### src/design/uart_length_framed_receiver_defines.svh
// Assertion macros shared by the length-framed receiver.
// Depends on nothing; the including module supplies clk and rst_n.
`ifndef UART_LENGTH_FRAMED_RECEIVER_DEFINES_SVH
`define UART_LENGTH_FRAMED_RECEIVER_DEFINES_SVH

// Checks a property on every rising edge outside reset.
`define ULFR_ASSERT(lbl, prop, msg) \
    lbl: assert property (@(posedge clk) disable iff (!rst_n) prop) else $error(msg);

// Checks a property on every rising edge, reset included.
`define ULFR_ASSERT_ALWAYS(lbl, prop, msg) \
    lbl: assert property (@(posedge clk) prop) else $error(msg);

`endif

### src/design/ulfr_pkg.sv
// Shared types and constants of the length-framed serial receiver.
// Depends on nothing; used by the channel interfaces and the top level.
package ulfr_pkg;

    localparam int unsigned BYTE_W = 8;
    localparam int unsigned KIND_W = 2;

    typedef logic [BYTE_W-1:0] byte_t;

    typedef enum logic [KIND_W-1:0] {
        KIND_PAYLOAD = 2'd0,
        KIND_GOOD    = 2'd1,
        KIND_BAD     = 2'd2
    } kind_t;

    typedef enum logic {
        CFG_HEADER  = 1'b0,
        CFG_TRAILER = 1'b1
    } cfg_index_t;

    localparam byte_t HEADER_RESET  = 8'h55;
    localparam byte_t TRAILER_RESET = 8'hAA;

endpackage

### src/design/ulfr_if.sv
// Valid/ready channel interfaces for received bytes and for frame results.
// Depends on ulfr_pkg for field widths.
interface ulfr_in_if;
    logic                 valid;
    logic                 ready;
    ulfr_pkg::byte_t      rx_byte;

    modport source (output valid, output rx_byte, input ready);
    modport sink   (input valid, input rx_byte, output ready);
endinterface

interface ulfr_out_if;
    logic                          valid;
    logic                          ready;
    logic [ulfr_pkg::KIND_W-1:0]   kind;
    ulfr_pkg::byte_t               func_code;
    ulfr_pkg::byte_t               frame_length;
    ulfr_pkg::byte_t               payload_byte;
    ulfr_pkg::byte_t               byte_index;

    modport source (output valid, output kind, output func_code, output frame_length,
                    output payload_byte, output byte_index, input ready);
    modport sink   (input valid, input kind, input func_code, input frame_length,
                    input payload_byte, input byte_index, output ready);
endinterface

### src/design/uart_length_framed_receiver.sv
// Length-prefixed serial frame receiver: hunts for a header, then reports payload
// bytes and a trailer status. Depends on ulfr_pkg, ulfr_if and the defines header.
//
//   channel  direction  carries
//   rx       in         rx_byte, one received serial byte per item
//   frame    out        kind, func_code, frame_length, payload_byte, byte_index
//   cfg      in         header_byte (index 0), trailer_byte (index 1)
//
// The state update and the result are formed in the cycle of acceptance and the
// result is held in the output register.
// A new item is accepted in every cycle while the output register is empty or taken.
// Reset clears the window, the count and the phase and loads the default bytes.
// A stalled result holds the output register and blocks only further items.
`include "uart_length_framed_receiver_defines.svh"

module uart_length_framed_receiver (
    input  logic                clk,
    input  logic                rst_n,
    input  logic                cfg_we,
    input  logic                cfg_index,
    input  ulfr_pkg::byte_t     cfg_data,
    ulfr_in_if.sink             rx,
    ulfr_out_if.source          frame
);

    typedef enum logic [1:0] {
        PH_HUNT    = 2'd0,
        PH_PAYLOAD = 2'd1,
        PH_TRAILER = 2'd2
    } phase_t;

    phase_t          phase_reg, phase_next;
    ulfr_pkg::byte_t header_reg, trailer_reg;
    ulfr_pkg::byte_t win_first_reg, win_first_next;
    ulfr_pkg::byte_t win_second_reg, win_second_next;
    ulfr_pkg::byte_t count_reg, count_next;
    ulfr_pkg::byte_t count_inc;

    logic            res_valid_reg, res_valid_next;
    ulfr_pkg::kind_t res_kind_reg, res_kind_next;
    ulfr_pkg::byte_t res_func_reg, res_func_next;
    ulfr_pkg::byte_t res_len_reg, res_len_next;
    ulfr_pkg::byte_t res_data_reg, res_data_next;
    ulfr_pkg::byte_t res_index_reg, res_index_next;

    logic            accept;

    assign rx.ready  = !res_valid_reg || frame.ready;
    assign accept    = rx.valid && rx.ready;
    assign count_inc = count_reg + 8'd1;

    always_comb
    begin
        phase_next      = phase_reg;
        win_first_next  = win_first_reg;
        win_second_next = win_second_reg;
        count_next      = count_reg;
        res_valid_next  = res_valid_reg && !frame.ready;
        res_kind_next   = res_kind_reg;
        res_func_next   = res_func_reg;
        res_len_next    = res_len_reg;
        res_data_next   = res_data_reg;
        res_index_next  = res_index_reg;

        if (accept)
        begin
            case (phase_reg)
                PH_HUNT:
                begin
                    win_first_next  = win_second_reg;
                    win_second_next = rx.rx_byte;
                    if (win_first_reg == header_reg)
                    begin
                        count_next = '0;
                        phase_next = (rx.rx_byte != '0) ? PH_PAYLOAD : PH_TRAILER;
                    end
                end
                PH_PAYLOAD:
                begin
                    res_valid_next = 1'b1;
                    res_kind_next  = ulfr_pkg::KIND_PAYLOAD;
                    res_func_next  = win_first_reg;
                    res_len_next   = win_second_reg;
                    res_data_next  = rx.rx_byte;
                    res_index_next = count_reg;
                    count_next     = count_inc;
                    if (count_inc >= win_second_reg)
                    begin
                        phase_next = PH_TRAILER;
                    end
                end
                PH_TRAILER:
                begin
                    res_valid_next = 1'b1;
                    res_kind_next  = (rx.rx_byte == trailer_reg) ? ulfr_pkg::KIND_GOOD
                                                                 : ulfr_pkg::KIND_BAD;
                    res_func_next  = win_first_reg;
                    res_len_next   = win_second_reg;
                    res_data_next  = '0;
                    res_index_next = '0;
                    count_next     = '0;
                    phase_next     = PH_HUNT;
                end
                default:
                begin
                    phase_next = PH_HUNT;
                end
            endcase
        end
    end

    always_ff @(posedge clk or negedge rst_n)
    begin
        if (!rst_n)
        begin
            phase_reg      <= PH_HUNT;
            header_reg     <= ulfr_pkg::HEADER_RESET;
            trailer_reg    <= ulfr_pkg::TRAILER_RESET;
            win_first_reg  <= '0;
            win_second_reg <= '0;
            count_reg      <= '0;
            res_valid_reg  <= 1'b0;
            res_kind_reg   <= ulfr_pkg::KIND_PAYLOAD;
            res_func_reg   <= '0;
            res_len_reg    <= '0;
            res_data_reg   <= '0;
            res_index_reg  <= '0;
        end
        else
        begin
            phase_reg      <= phase_next;
            win_first_reg  <= win_first_next;
            win_second_reg <= win_second_next;
            count_reg      <= count_next;
            res_valid_reg  <= res_valid_next;
            res_kind_reg   <= res_kind_next;
            res_func_reg   <= res_func_next;
            res_len_reg    <= res_len_next;
            res_data_reg   <= res_data_next;
            res_index_reg  <= res_index_next;
            if (cfg_we)
            begin
                case (cfg_index)
                    ulfr_pkg::CFG_HEADER:  header_reg  <= cfg_data;
                    ulfr_pkg::CFG_TRAILER: trailer_reg <= cfg_data;
                    default:               header_reg  <= header_reg;
                endcase
            end
        end
    end

    assign frame.valid        = res_valid_reg;
    assign frame.kind         = res_kind_reg;
    assign frame.func_code    = res_func_reg;
    assign frame.frame_length = res_len_reg;
    assign frame.payload_byte = res_data_reg;
    assign frame.byte_index   = res_index_reg;

    `ULFR_ASSERT(a_count_below_length, (phase_reg == PH_PAYLOAD) |-> (count_reg < win_second_reg), "payload count has reached the frame length")
    `ULFR_ASSERT(a_index_in_frame, (frame.valid && frame.kind == ulfr_pkg::KIND_PAYLOAD) |-> (frame.byte_index < frame.frame_length), "payload index beyond frame length")
    `ULFR_ASSERT(a_trailer_closes, (accept && phase_reg == PH_TRAILER) |=> (phase_reg == PH_HUNT && frame.valid && frame.kind != ulfr_pkg::KIND_PAYLOAD), "trailer byte did not close the frame")
    `ULFR_ASSERT_ALWAYS(a_reset_idle, !rst_n |-> (!res_valid_reg && phase_reg == PH_HUNT), "receiver not idle in reset")

endmodule
### src/flat_wrapper.sv
// flat-port wrapper written by rule: the top's interface ports become plain ports
module uart_length_framed_receiver_flat 
  (clk, rst_n, cfg_we, cfg_index, cfg_data, rx_valid, rx_rx_byte, rx_ready, frame_valid, frame_kind, frame_func_code, frame_frame_length, frame_payload_byte, frame_byte_index, frame_ready);
  ulfr_in_if rx_i ();
  ulfr_out_if frame_i ();
  input  logic clk;
  input  logic rst_n;
  input  logic cfg_we;
  input  logic cfg_index;
  input  ulfr_pkg::byte_t cfg_data;
  input wire logic [$bits(rx_i.valid)-1:0] rx_valid;
  input wire logic [$bits(rx_i.rx_byte)-1:0] rx_rx_byte;
  output wire logic [$bits(rx_i.ready)-1:0] rx_ready;
  output wire logic [$bits(frame_i.valid)-1:0] frame_valid;
  output wire logic [$bits(frame_i.kind)-1:0] frame_kind;
  output wire logic [$bits(frame_i.func_code)-1:0] frame_func_code;
  output wire logic [$bits(frame_i.frame_length)-1:0] frame_frame_length;
  output wire logic [$bits(frame_i.payload_byte)-1:0] frame_payload_byte;
  output wire logic [$bits(frame_i.byte_index)-1:0] frame_byte_index;
  input wire logic [$bits(frame_i.ready)-1:0] frame_ready;
  assign rx_i.valid = rx_valid;
  assign rx_i.rx_byte = rx_rx_byte;
  assign rx_ready = rx_i.ready;
  assign frame_valid = frame_i.valid;
  assign frame_kind = frame_i.kind;
  assign frame_func_code = frame_i.func_code;
  assign frame_frame_length = frame_i.frame_length;
  assign frame_payload_byte = frame_i.payload_byte;
  assign frame_byte_index = frame_i.byte_index;
  assign frame_i.ready = frame_ready;
  uart_length_framed_receiver u_core (.clk(clk), .rst_n(rst_n), .cfg_we(cfg_we), .cfg_index(cfg_index), .cfg_data(cfg_data), .rx(rx_i), .frame(frame_i));
endmodule
### config.mk
export PLATFORM = sky130hd
export DESIGN_NAME = uart_length_framed_receiver_flat
export DESIGN_NICKNAME = d
export VERILOG_FILES = /design/src/design/ulfr_pkg.sv /design/src/design/ulfr_if.sv /design/src/design/uart_length_framed_receiver.sv /design/src/flat_wrapper.sv
export VERILOG_INCLUDE_DIRS = /design/src /design/src/design
export SDC_FILE = /design/constraint.sdc
export NUM_CORES = 1
export LEC_CHECK = 0
export BUFFER_PORTS_ARGS = -buffer_cell sky130_fd_sc_hd__buf_4
export CORE_MARGIN = 2
export CORE_UTILIZATION = 41
export DETAILED_ROUTE_END_ITERATION = 8
export PLACE_DENSITY = 0.64
export SKIP_LAST_GASP = 1
export SYNTH_ARGS = -nofsm -noshare
export SYNTH_HDL_FRONTEND = slang
export SYNTH_SLANG_ARGS = --single-unit
### constraint.sdc
create_clock -name clk -period 2.6 [get_ports clk]
set_input_delay 0.13 -clock clk [delete_from_list [all_inputs] [get_ports clk]]
set_output_delay 0.13 -clock clk [all_outputs]
set_load 0.01 [all_outputs]
# [Yosys cells after proc, flatten, opt, wreduce, memory -nomap -nowiden]
# Cells that the tools add are included.
[classes] n_eq_ne=6 n_addsub=1 bitwise_logic=1 reduce_logical=17 n_mux=12 magnitude_cmp=1
[ops] cell="$pmux W8 S2" n=2
[ops] cell="$pmux W8 S3" n=1
[ops] cell="$eq A8 B8 Y1" n=2
[ops] cell="$reduce_and A2 Y1" n=5
[ops] cell="$add A8 B1 Y8 const B" n=1
[ops] cell="$ge A8 B8 Y1" n=1
[ops] cell="$mux W2" n=4
[ops] cell="$mux W8" n=1
[ops] cell="$pmux W2 S2" n=2
[ops] cell="$reduce_bool A8 Y1" n=1
[ops] cell="$reduce_and A3 Y1" n=2
[ops] cell="$ne A2 B1 Y1 const B" n=2
[ops] cell="$reduce_bool A3 Y1" n=1
[ops] cell="$eq A2 B1 Y1 const B" n=1
[ops] cell="$eq A2 B2 Y1 const B" n=1
[ops] cell="$logic_and A1 B1 Y1" n=2
[ops] cell="$logic_not A1 Y1" n=2
[ops] cell="$logic_not A2 Y1" n=1
[ops] cell="$mux W1" n=2
[ops] cell="$reduce_bool A2 Y1" n=1
[ops] cell="$reduce_or A2 Y1" n=1
[ops] cell="$logic_or A1 B1 Y1" n=1
[ops] cell="$not A1 Y1" n=1
[word_totals] regBits=77 elab_cells=50 output_inout_bits=36

# [Depth between registers and ports, before layout]
# Gate-level depths: netlist of run 1.
[depth] depth_word=4 ltp_mapped=10 ltp_nobuf=10

# [Worst setup path after synthesis of run 1]
# OpenSTA, ideal clock, no wires.
[synth_timing] path_type="reg2reg" from="register u_core.count_reg[0]" to="register u_core.phase_reg[0]" stages_incl_launch_ff=10 n_path_buf=0 required_time_ns=2.521 t_arrival_ns=1.871 setup_ns=0.079 slack_ns=0.650 cell_sequence="dfrtp_1 and3_1 nand3_1 nor2_1 xnor2_1 ha_1 o2111a_1 a21oi_1 nor3_1 mux2i_1"
[synth_between] elab_chain_len=4
[synth_rtl] element="from (decl)" line_no="uart_length_framed_receiver.sv:36" source="ulfr_pkg::byte_t count_reg, count_next;"
[synth_rtl] element="from (signal assigned)" line_no="uart_length_framed_receiver.sv:134" source="count_reg <= count_next;"
[synth_rtl] element="$add A8 B1 Y8" line_no="uart_length_framed_receiver.sv:50" source="assign count_inc = count_reg + 8'd1;"
[synth_rtl] element="$ge A8 B8 Y1" line_no="uart_length_framed_receiver.sv:87" source="if (count_inc >= win_second_reg)"
[synth_rtl] element="$ne A2 B1 Y1 (no source line)"
[synth_rtl] element="$reduce_and A3 Y1 (no source line)"
[synth_rtl] element="to (signal assigned)" line_no="uart_length_framed_receiver.sv:131" source="phase_reg <= phase_next;"
[synth_rtl] element="to (decl)" line_no="uart_length_framed_receiver.sv:32" source="phase_t phase_reg, phase_next;"
# No other way between the ends.
# A chain may end at the register's enable or synchronous reset.

# [Worst setup path after layout of run 1]
# Same ends and word-level chain as after synthesis.

==> reports/qor.yml, run 1 <==
status: "finished, final reports clean"
hold_class: "in2reg"
drtIter0Drc: 91
placed_cell_area_sq_um: 4050
post_synth.cell_area_avg_sq_um: 11.5
startpoint_type: "register"
synthesis.instances: 306
grtUsageTotal: 0.165
worstReg2RegEnd: "u_core.phase_reg[0]"
gp_congestion: 0.809
max_freq_mhz: 461
grt-ovfl-total: 0
ys_ff_latch: 77
cp_max_fo: 7
hold_path_depth: 2
drtPass1Iterations: 4
r2r_cells: 9
crit_type: "reg2reg"
startpoint: "u_core.count_reg[0]"
end_kind: "register"
synth-edff-count: 0
rsz0062_at_grt: "no"
synth_compound_area_frac: 0.0856
ys_seq_area_frac: 0.550
yosys.area.top_type: "dfrtp_1"
numCtsBuffers: 9
clock_latency_ps: 350
cts_tree: "built"
finish.net_count: 400
port_buffers: 57
synthTopCellsByArea: "dfrtp_1 (49%), mux2_2 (11%), dfstp_2 (6.0%)"
fp.coreArea_sq_um: 8260
grt_start_max_net_pins: 78
rows: 33
clkSinkCount: 77
period_minus_slack_ps: 2170
ioPinCount: 58
first_global_vias: 2351
hold_end: "u_core.header_reg[5]"
num_vias: 2378
routed_wl_mm: 7.35
cts_max_level: 3
slew_headroom: 0.360
synth_common_cells: "dfrtp_1 (69), nand2_1 (47), mux2_2 (34), o21ai_0 (26), xor2_1 (16)"
synth-simple-area-share: 0.113
diodes: 0
cts_buffer_depth: 2
synthArstFlopShare: 1.00
drv_slew: 0
worst_ir_drop_vdd_mv: 0.412
fp.dieH_um: 96.7
drc: 0
viasPerCell: 5.00
die_w_um: 96.7
drive_above_1_share: 0.332
area.growth.synth_to_final_pct: 21.2
cts_setup_buffers: 0
maxCapViolCount: 0
fin_crit_sh: 0.834
synth_xor_area_frac: 0.0522
tightestPinTransition_ps: 959
synthMuxAreaShare: 0.127
reg2reg_slack_ps: 430
grt_pass1_wl_mm: 12.2
wl_per_cell_um: 15.4
synth_top_family_by_area: "multiplexers"
dp_hpwl_mm: 5.37
syn_area_sq_um: 3520
yosys_warnings: 0
min_from: "cfg_data[5]"
power_leakage_uw: 0.00200
finalPower_uw: 4650
antenna_found_initial: 0
cp_data_arrival_time_ps: 2440
clockRootBuffer: "clkbuf_8"
r2r_start: "u_core.count_reg[0]"
dieArea_sq_um: 9350
netlist-cell-type-count: 38
synth_top_area_share: 0.490
final_cell_area_sq_um: 4270
syn_nets: 340
cp.required_ps: 2870
final_core_utilization: 0.517
fin_skew_ps: 9.56
finalSetupViolCount: 0
clk_pin_slew_worst_paths_ps: 90
powerDensity_nw_per_um2: 1090
floorplan.initialDensity: 0.427
finalHoldViolCount: 0
synth_ff_type: "dfrtp_1"
setup_tns_ps: 0
yosys.area_share.adder: 0.0426
ant_nets: 0
yosysMostFrequentCell: "dfrtp_1"
-- critical path, stage by stage, from the launching register on --
cell      delay, ps
dfrtp_1         470
and3_1          190
nand3_1         160
nor2_1          170
xnor2_1         100
ha_1            320
o2111a_1        170
a21oi_1          60
nor3_1          240
mux2i_1         210
-- per-stage QoR --
step	hold slack, ps	worst slack, ps	instances
5_1_grt	4.76	224	476
6_report	14.9	431	476
3_5_place_dp	343	420	459
3_3_place_gp	346	516	459
2_1_floorplan	-166	650	306
4_1_cts	4.56	415	476
-- area by class of cell --
class                   instances  area [sq um]
repair buffers                 60           453
flip-flops and latches         77          1940
clock inverters                 7          82.6
inverters                      15          56.3
fillers                       779          3990
clock buffers                   9           124
well taps                     105           131
multi-input cells             203          1480
-- what timing repair did --
item / CTS / global route
hold endpoints to repair: 69 / 0
resized for setup: 0 / 0
setup endpoints to repair: 0 / 0
hold buffers: 1 / 0
-- layer usage --
metal / routed length [um] / share of wire / GRT usage / vias up
met4: 95 / 0.013 / 0.0618 / 0
met2: 3320 / 0.45 / 0.253 / 54
met3: 336 / 0.046 / 0.0311 / 8
li1: - / - / - / 1173
met1: 3600 / 0.49 / 0.234 / 1143
met5: 0 / 0 / 0 / -
-- cells by family after synthesis --
| family | after synthesis |
|---|---|
| AO/OA/AOI/OAI | 47 |
| buffers and inverters | 26 |
| adder cells (fa/ha/maj) | 12 |
| multiplexers | 40 |
| XOR/XNOR | 21 |
| flip-flops | 77 |
| AND/OR/NAND/NOR | 83 |
-- report_power, final --
group	leakage [uW]	switching (uW)	internal (uW)
clock network	0.0000984	487	458
registers	0.000960	286	1630
logic	0.000943	936	855
-- worst max path at each step --
stage          slack (ps)             endpoint  depth (start not counted)
2_1_floorplan         650  u_core.phase_reg[0]                          9
6_report              430  u_core.phase_reg[0]                          9
4_1_cts               410  u_core.phase_reg[0]                          9
3_3_place_gp          520  u_core.phase_reg[0]                          9
3_5_place_dp          420  u_core.phase_reg[0]                          9
5_1_grt               220  u_core.phase_reg[0]                         10
-- cell usage in the layout (no fill, tap or decap), types with 2 or more instances in the layout --
cell type and instances:
clkbuf_8 9, inv_1 15, nand2b_1 12, nand2_1 46, inv_6 2, nor3b_1 2, xor2_1 16, mux2_2 34
and3_1 3, nand3_1 4, dfstp_2 8, buf_4 59, nor4_1 6, clkinvlp_4 2, dfrtp_1 69, nor2_1 3
ha_1 12, o31ai_1 7, o21ai_0 26, xnor2_1 5, o21a_1 2, nor2b_1 2, mux2i_1 5
Note: power is estimated with default switching activity, not from simulation.
==> run 2, diff against run 1 <==
- PLACE_DENSITY: 0.64 -> 0.66
- clock period: 2.6 -> 1.9 ns (I/O delays scaled with it)
==> reports/qor.yml, run 2 (same netlist as run 1, synthesis figures left out) <==
status: "finished with violations"
failed_checks: "setup timing"
grt-ovfl-total: 0
dieArea_sq_um: 9350
first_global_vias: 2588
fp.dieH_um: 96.7
fillers: 697
fin_skew_ps: 10.2
worst_ir_drop_vdd_mv: 0.658
max_freq_mhz: 499
finish.net_count: 431
tightestPinTransition_ps: 546
viasPerCell: 5.05
clock_latency_ps: 350
final_core_utilization: 0.564
floorplan.initialDensity: 0.427
drtPass1Iterations: 4
ioPinCount: 58
cts_tree: "built"
cts_buffer_depth: 2
powerDensity_nw_per_um2: 1430
clk_pin_slew_worst_paths_ps: 70
end_kind: "register"
dp_hpwl_mm: 5.82
power_leakage_uw: 0.00219
gp_congestion: 0.867
finalSetupViolCount: 2
cp_max_fo: 5
grt_pass1_wl_mm: 13.1
crit_type: "reg2reg"
diodes: 0
port_buffers: 57
fin_ws_ps: -105
numCtsBuffers: 9
final_cell_mix: "buf_4 (79), dfrtp_1 (66), nand2_1 (46)"
grt_start_max_net_pins: 43
hold-worst-slack_ps: 27.8
drtIter0Drc: 127
startpoint_type: "register"
ant_nets: 0
cp.required_ps: 2180
drive_above_1_share: 0.409
hold_class: "in2reg"
cp_data_arrival_time_ps: 2280
fp.coreArea_sq_um: 8260
area.growth.synth_to_final_pct: 32.3
period_minus_slack_ps: 2010
drc: 0
final_common_cell: "buf_4"
cts_max_level: 3
drv_slew: 0
rsz0062_at_grt: "yes"
clockRootBuffer: "clkbuf_8"
hold_path_depth: 2
clkSinkCount: 77
fin_crit_sh: 1.06
slew_headroom: 0.635
num_vias: 2556
wl_per_cell_um: 16.0
finalHoldViolCount: 0
die_w_um: 96.7
routed_wl_mm: 8.11
maxCapViolCount: 0
antenna_found_initial: 0
r2r_cells: 9
grtUsageTotal: 0.179
rows: 33
==> run 2: final cells by class <==
class / count / area, sq um / area share
clock inverters: 4 / 48.8 / 0.0105
inverters: 15 / 56.3 / 0.0121
well taps: 105 / 131 / 0.0282
repair buffers: 91 / 726 / 0.156
flip-flops and latches: 77 / 1940 / 0.417
multi-input cells: 203 / 1610 / 0.346
clock buffers: 11 / 141 / 0.0304
==> run 2: per-stage QoR <==
step	total power, uW	area [sq um]	worst slack (ps)	cells	TNS [ps]
3_5_place_dp	5290	4200	-116	476	-227
2_1_floorplan	4150	3530	24.7	306	0
6_report	6660	4660	-105	506	-179
4_1_cts	6570	4540	-78.3	504	-135
3_3_place_gp	5190	4200	-18.3	476	-35.7
5_1_grt	7130	4660	-197	506	-354
==> run 2: critical path, cell delays in order (launching register included) <==
cell and delay [ps]:
dfrtp_2 430, and3_4 210, nand3_4 100, buf_6 150, xnor2_2 120, ha_1 290
o2111a_1 210, a21oi_2 60, nor3_2 160, mux2i_1 200
==> run 2: metal layers <==
| layer | wire length [um] | vias up | GRT usage |
|---|---|---|---|
| li1 | - | 1231 | - |
| met1 | 3780 | 1260 | 0.237 |
| met2 | 3780 | 53 | 0.278 |
| met3 | 398 | 12 | 0.0477 |
| met4 | 153 | 0 | 0.0802 |
| met5 | 0 | - | 0 |
==> run 2: where the power goes <==
part           switching, uW  internal, uW  total, uW
combinational           1400          1390       2790
clock                    577           634       1210
sequential               427          2230       2660
==> run 2: final timing paths <==
path	start	end	slack [ps]
setup / recovery	u_core.count_reg[0]	u_core.phase_reg[0]	-110
hold / removal	rx_rx_byte[0]	u_core.win_second_reg[0]	30
setup reg to reg	u_core.count_reg[0]	u_core.phase_reg[0]	-110
hold reg to reg	u_core.frame.frame_length[4]	u_core.frame.frame_length[4]	480
max in group asynchronous	rst_n	u_core.count_reg[0]	1040
min in group asynchronous	rst_n	u_core.header_reg[1]	280
==> run 2: what timing repair did <==
action	4_1_cts	5_1_grt
buffers inserted	4	2
pin swaps	4	6
hold buffers	9	0
hold endpoints to repair	48	0
resized for setup	8	20
setup endpoints to repair	6	8
